$ cat config.mk
export PLATFORM = sky130hd
export DESIGN_NAME = delta_modulation_sample_channel
export DESIGN_NICKNAME = d
export VERILOG_FILES = /design/src/hdl/dmc_pkg.sv /design/src/hdl/delta_modulation_sample_channel.sv /design/src/hdl/dmc_step.sv
export SDC_FILE = /design/constraint.sdc
export NUM_CORES = 1
export LEC_CHECK = 0
export ABC_AREA = 1
export BUFFER_PORTS_ARGS = -buffer_cell sky130_fd_sc_hd__buf_2
export CAP_MARGIN = 40
export CORE_MARGIN = 2
export CORE_UTILIZATION = 60
export CTS_CLUSTER_SIZE = 25
export DETAILED_ROUTE_END_ITERATION = 12
export PLACE_DENSITY = 0.9
export SKIP_CTS_REPAIR_TIMING = 1
export SLEW_MARGIN = 5
export SYNTH_ARGS = -nofsm -noshare
export SYNTH_HDL_FRONTEND = slang
export SYNTH_SLANG_ARGS = --single-unit
$ cat constraint.sdc
create_clock -name clk -period 2.86 [get_ports clk]
set_input_delay 0.572 -clock clk [delete_from_list [all_inputs] [get_ports clk]]
set_output_delay 0.572 -clock clk [all_outputs]
set_load 0.01 [all_outputs]
$ cat src/hdl/dmc_pkg.sv
// Shared types, constants and the rate table of the delta modulation sample channel.
package dmc_pkg;

	localparam logic [15:0] ADDR_WRAP = 16'h8000;
	localparam logic [1:0]  ADDR_BASE_TOP = 2'b11;	// 0xC000 base: top two address bits
	localparam logic [6:0]  LEVEL_TOP = 7'd125;
	localparam logic [3:0]  BITS_FULL = 4'd8;

	typedef enum logic [2:0] {
		CMD_TICK      = 3'd0,
		CMD_CONTROL   = 3'd1,
		CMD_LEVEL     = 3'd2,
		CMD_ADDRESS   = 3'd3,
		CMD_LENGTH    = 3'd4,
		CMD_START     = 3'd5,
		CMD_STOP      = 3'd6
	} cmd_e;

	typedef struct packed {
		logic [7:0]  shift_bits;
		logic [3:0]  bits_left;
		logic [6:0]  level;
		logic [15:0] cur_addr;
		logic [11:0] remaining;
		logic [15:0] start_addr;
		logic [11:0] start_len;
		logic        loop_en;
		logic [3:0]  rate_idx;
		logic [7:0]  timer;
	} chan_state_t;

	function automatic logic [7:0] rate_period(input logic [3:0] idx);
		logic [7:0] p;
		case (idx)
			4'd0:    p = 8'd214;
			4'd1:    p = 8'd190;
			4'd2:    p = 8'd170;
			4'd3:    p = 8'd160;
			4'd4:    p = 8'd143;
			4'd5:    p = 8'd127;
			4'd6:    p = 8'd113;
			4'd7:    p = 8'd107;
			4'd8:    p = 8'd95;
			4'd9:    p = 8'd80;
			4'd10:   p = 8'd71;
			4'd11:   p = 8'd64;
			4'd12:   p = 8'd53;
			4'd13:   p = 8'd42;
			4'd14:   p = 8'd36;
			default: p = 8'd27;
		endcase
		return p;
	endfunction

endpackage

$ cat src/hdl/delta_modulation_sample_channel.sv
// Top level of the delta modulation sample channel: input stage, state and result register.
//
//  channel | dir | data bits                                   | handshake
//  s_axis  | in  | tdata[18:0]: command, write_data, mem_byte  | tvalid/tready
//  m_axis  | out | tdata[35:0]: level, fetch_address,          | tvalid/tready
//          |     |   bytes_remaining, byte_taken               |
//
// One word per cycle sustained while m_axis is not stalled; an accepted word passes
// the input register, then the result register (with the state update) that drives m_axis.
// arst_n clears the channel state and both valid flags.
// A stalled m_axis holds the result; the input register takes one more word,
// then s_axis_tready drops until the result is taken.
module delta_modulation_sample_channel (
	input  logic        clk,
	input  logic        arst_n,
	input  logic        s_axis_tvalid,
	output logic        s_axis_tready,
	input  logic [23:0] s_axis_tdata,	// [2:0] command, [10:3] write_data, [18:11] mem_byte
	output logic        m_axis_tvalid,
	input  logic        m_axis_tready,
	output logic [39:0] m_axis_tdata	// [6:0] level, [22:7] fetch_address,
						// [34:23] bytes_remaining, [35] byte_taken
);
	import dmc_pkg::*;

	logic        vld_s1;
	logic [2:0]  cmd_s1;
	logic [7:0]  data_s1;
	logic [7:0]  byte_s1;
	logic        advance;
	chan_state_t state_q;
	chan_state_t state_nxt;
	logic        taken;

	assign advance       = vld_s1 && (!m_axis_tvalid || m_axis_tready);
	assign s_axis_tready = !vld_s1 || advance;

	always_ff @(posedge clk or negedge arst_n) begin
		if (!arst_n) begin
			vld_s1 <= 1'b0;
		end else if (s_axis_tready) begin
			vld_s1 <= s_axis_tvalid;
		end
	end

	always_ff @(posedge clk) begin
		if (s_axis_tready && s_axis_tvalid) begin
			cmd_s1  <= s_axis_tdata[2:0];
			data_s1 <= s_axis_tdata[10:3];
			byte_s1 <= s_axis_tdata[18:11];
		end
	end

	dmc_step u_step (
		.cur        (state_q),
		.command    (cmd_s1),
		.write_data (data_s1),
		.mem_byte   (byte_s1),
		.nxt        (state_nxt),
		.byte_taken (taken)
	);

	always_ff @(posedge clk or negedge arst_n) begin
		if (!arst_n) begin
			state_q       <= '0;
			m_axis_tvalid <= 1'b0;
		end else begin
			if (advance)
				state_q <= state_nxt;
			if (advance)
				m_axis_tvalid <= 1'b1;
			else if (m_axis_tready)
				m_axis_tvalid <= 1'b0;
		end
	end

	always_ff @(posedge clk) begin
		if (advance) begin
			m_axis_tdata <= {4'd0, taken, state_nxt.remaining, state_nxt.cur_addr,
				state_nxt.level};
		end
	end

	a_bits_range: assert property (@(posedge clk) disable iff (!arst_n)
		state_q.bits_left <= BITS_FULL)
		else $error("shifter bit count above eight");

	a_len_range: assert property (@(posedge clk) disable iff (!arst_n)
		state_q.remaining <= 12'd4081 && state_q.start_len <= 12'd4081)
		else $error("byte count out of range");

	a_taken_tick: assert property (@(posedge clk) disable iff (!arst_n)
		advance && cmd_s1 != CMD_TICK |=> !m_axis_tdata[35])
		else $error("byte taken on a non-tick command");

	a_stall: assert property (@(posedge clk) disable iff (!arst_n)
		!s_axis_tready |-> vld_s1 && m_axis_tvalid && !m_axis_tready)
		else $error("input stalled without a blocked result");

	a_taken_fill: assert property (@(posedge clk) disable iff (!arst_n)
		advance && taken |=> state_q.bits_left >= 4'd7)
		else $error("fetched byte did not fill the shifter");

endmodule

$ cat src/hdl/dmc_step.sv
// Next-state logic of the channel for one command word.
module dmc_step (
	input  dmc_pkg::chan_state_t cur,
	input  logic [2:0]           command,
	input  logic [7:0]           write_data,
	input  logic [7:0]           mem_byte,
	output dmc_pkg::chan_state_t nxt,
	output logic                 byte_taken
);
	import dmc_pkg::*;

	dmc_pkg::chan_state_t f;	// state after the fetch part of a tick
	logic [15:0] addr_inc;
	logic [11:0] rem_dec;
	logic        fire;
	logic        fetch_ok;

	assign addr_inc = cur.cur_addr + 16'd1;
	assign rem_dec  = cur.remaining - 12'd1;

	always_comb begin
		f = cur;
		fetch_ok = 1'b0;
		if (cur.remaining != 12'd0 && cur.bits_left == 4'd0) begin
			fetch_ok     = 1'b1;
			f.shift_bits = mem_byte;
			f.bits_left  = BITS_FULL;
			f.cur_addr   = (addr_inc == 16'd0) ? ADDR_WRAP : addr_inc;
			f.remaining  = rem_dec;
			if (rem_dec == 12'd0 && cur.loop_en) begin
				f.cur_addr  = cur.start_addr;
				f.remaining = cur.start_len;
			end
		end
	end

	// only a tick consumes the memory byte
	assign byte_taken = fetch_ok && (command == CMD_TICK);

	assign fire = (cur.timer == 8'd0);

	always_comb begin
		nxt = cur;
		case (command)
			CMD_TICK: begin
				nxt = f;
				nxt.timer = fire ? rate_period(cur.rate_idx) : cur.timer - 8'd1;
				if (fire && f.bits_left != 4'd0) begin
					if (f.shift_bits[0]) begin
						if (f.level <= LEVEL_TOP)
							nxt.level = f.level + 7'd2;
					end else begin
						if (f.level >= 7'd2)
							nxt.level = f.level - 7'd2;
					end
					nxt.shift_bits = {1'b0, f.shift_bits[7:1]};
					nxt.bits_left  = f.bits_left - 4'd1;
				end
			end
			CMD_CONTROL: begin
				nxt.rate_idx = write_data[3:0];
				nxt.loop_en  = write_data[6];
			end
			CMD_LEVEL:   nxt.level = write_data[6:0];
			CMD_ADDRESS: nxt.start_addr = {ADDR_BASE_TOP, write_data, 6'd0};
			CMD_LENGTH:  nxt.start_len = {write_data, 4'd1};
			CMD_START: begin
				nxt.cur_addr  = cur.start_addr;
				nxt.remaining = cur.start_len;
			end
			CMD_STOP:    nxt.remaining = 12'd0;
			default:     nxt = cur;
		endcase
	end

endmodule
==> results.md <==
* Top-Level Pins at 70
* CP cell instances: inv_2 -> ha_1 -> nand2_2 -> nor2_4 -> nand4_1 -> nand2_1 -> buf_4 -> nand3_2 -> nand2_2 -> inv_2 -> o211ai_1 -> nand3_1
* Crit Reg-Reg Startpoint: state_q[41]
* N_diodes at 0
* Cells after synthesis at 1024
* Total Negative Setup Slacks at 0 ps
* Leakage Power at 4.22 nW
* Async S/R FF share, synth at 59.3%
* Largest delay share family, worst path: simple AND/OR/NAND/NOR gates
* Slew HR at 53.4%
* YS warnings at 0
* Most common cell after layout, fill and taps aside: nand2_1
* CTS tree: built
* Setup slack, reg-to-reg at 290 ps
* PwrDens at 903 mW/mm^2
* Rows at 41
* Layout area overhead at 13.6%
* CP bufs+invs at 3
* CP endpoint kind: flip-flop
* Clk sinks at 135
* # placed instances at 1238
* Crit start category: flip-flop
* Distinct cell type count after synthesis at 40
* Drt first pass iters at 6
* Synthesized area at 0.00786 mm^2
* Crit path DAT at 2720 ps
* DR vias at 7120
* #FFs+latches synth at 135
* First-pass GRT wire length at 31.9 mm
* Final setup viols at 0
* RSZ-0062 raised after global routing: false
* Tcrit/Tclk final at 89.7%
* Minimum clock period at 2570 ps
* Final Slew Violations at 0
* Core area at 0.0127 mm^2
* Worst Path Required at 3010 ps
* Initial DRC count at 685
* Dpl hpwl at 12.9 mm
* WS Path Type: flip-flop to flip-flop
* Hold violation count in the final report at 0
* FMAX at 390 MHz
* Per-cell routed wire length at 14.8 um
* Worst-path clk slew at 60 ps
* Commonest cells after routing, fill and taps aside: 346 x nand2_1, 104 x inv_1, 80 x dfrtp_1
* Post-synth EDFFs at 55
* Setup crit end: m_axis_tdata[1]
* R2r worst-path depth at 12
* Worst Skew at 11.1 ps
* GRT overflow at 0
* PortBufs at 60
* Nets@finish at 1128
* Initial antenna violation count at 0
* CTS H-Tree Depth at 4
* Max stage delay cell, worst path: dfrtp_1
* Final Non-Filler Cells at 1270
* Filler Cell Count at 1042
* Maxcap violations at 0
* Crit path largest cell delay at 440 ps
* Max clock buf depth at 2
* Placer congestion estimate at 0.979
* Die X at 118 um
* Post-DRT Antenna Nets at 0
* Sequential area share after synthesis at 46.5%
* Vias per cell at 5.61
* Syn_area_per_cell at 7.68 um^2
* Num CTS Buffers at 17
* Die ar. at 0.0140 mm^2
* Drc violations at 0
* Main synth FF type: dfrtp_1
* Worst Hold Class: input pin to async pin
* Status: complete, no violations
* WP depth at 12
* Routed WL at 18.8 mm
* Util after Layout at 70.2%
* Crit path max fanout at 12
* Maximum VDD drop at 0.874 mV
* Clk_lat worst skew at 430 ps
* Total track usage at 28.5%
* Clock root buffer: clkbuf_16
* Die Height at 118 um
* Ratio of cells with drive above 1 in the final layout at 14.0%
* Measured slew at the worst slew-check pin at 699 ps
* Largest net degree at the start of global routing at 49
* Initial Util at 61.8%
* R2R Path End: m_axis_tdata[1]
* Crit path from: state_q[41]
* Vias in the first global route at 6642
## worst reg2reg max path, stage by stage (launching register included)
cell and delay (ps):
dfrtp_1 440, inv_2 110, ha_1 290, nand2_2 140, nor2_4 150, nand4_1 120, nand2_1 140, buf_4 240
nand3_2 90, nand2_2 160, inv_2 100, o211ai_1 160, nand3_1 140
## routing by layer
layer / track usage [%] / wire length [um] / part of all wire (%) / vias to the layer above
met5: 0 / 0 / 0 / -
met4: 12.9 / 557 / 3.0 / 0
met3: 7.09 / 1550 / 8.2 / 53
met2: 44.8 / 8910 / 47 / 322
met1: 37.5 / 7820 / 42 / 3288
li1: - / - / - / 3457
## kinds of logic (layout without fill, tap and decap cells)
kind of cell	count (synthesis)	count (layout)	share of synthesized area, %
flip-flops	135	135	46.5
buffers and inverters	156	227	8.18
AND/OR/NAND/NOR	553	553	30.1
other	1	4	0.0477
XOR/XNOR	17	17	1.99
adder cells (fa/ha/maj)	15	15	2.39
AO/OA/AOI/OAI	141	141	10.0
multiplexers	6	6	0.764
## report_power, final
part           internal, mW  switching (mW)  total, mW
Sequential             2.56           0.500       3.06
Clock                  1.35           0.818       2.16
Combinational         0.957            1.89       2.84
## stage by stage
step | hold WS [ps] | power (mW) | area (um^2) | worst slack (ps)
2_1_floorplan | 276 | 5.08 | 7870 | 617
6_report | 130 | 8.06 | 8930 | 293
3_3_place_gp | 470 | 5.74 | 8310 | 377
5_1_grt | 171 | 8.61 | 8930 | 41.1
4_1_cts | 144 | 8.03 | 8930 | 315
3_5_place_dp | 488 | 5.82 | 8330 | 351
## cells in the mapped netlist, types with 4 or more instances
cell | number | area, um^2
nand2_1 | 346 | 1300
inv_1 | 105 | 394
dfrtp_1 | 80 | 2000
nand3_1 | 77 | 385
o21ai_0 | 77 | 385
nor2_1 | 66 | 248
edfxtp_1 | 55 | 1650
a21oi_1 | 29 | 145
nand4_1 | 24 | 150
clkbuf_1 | 18 | 67.6
ha_1 | 15 | 188
nand2_2 | 13 | 81.3
inv_2 | 11 | 41.3
xor2_1 | 11 | 96.3
buf_2 | 10 | 50.1
nor2_2 | 7 | 43.8
nor3_1 | 7 | 35.0
o21ai_1 | 7 | 35.0
o221ai_1 | 7 | 61.3
buf_4 | 6 | 45.0
mux2i_1 | 6 | 60.1
nand3_2 | 5 | 50.1
o22ai_1 | 5 | 31.3
xnor2_1 | 5 | 43.8
nor2_4 | 4 | 45.0
## layout make-up
type	count	area, um^2	area share, %
sequential	135	3650	40.9
clock buffer	23	510	5.72
clock inverter	9	88.8	0.995
multi-input combinational	736	3580	40.0
inverter	118	443	4.96
timing repair buffer	77	443	4.96
tap	172	215	2.41
## worst min-delay path by stage
stage	from	end	depth (start not counted)
after global placement	state_q[35]	state_q[35]	2
after floorplan	arst_n	m_axis_tvalid	0
after detailed placement	state_q[86]	state_q[86]	2
after CTS	arst_n	state_q[46]	1
after global routing	arst_n	state_q[46]	1
final	arst_n	state_q[46]	1
## registers in the layout (all words and copies together) (netlist names)
signal	cells
m_axis_tvalid	1
m_axis_tdata	36
cmd_s1	3
data_s1	8
state_q	78
vld_s1	1
byte_s1	8
Power figures use the tool's default switching activity.
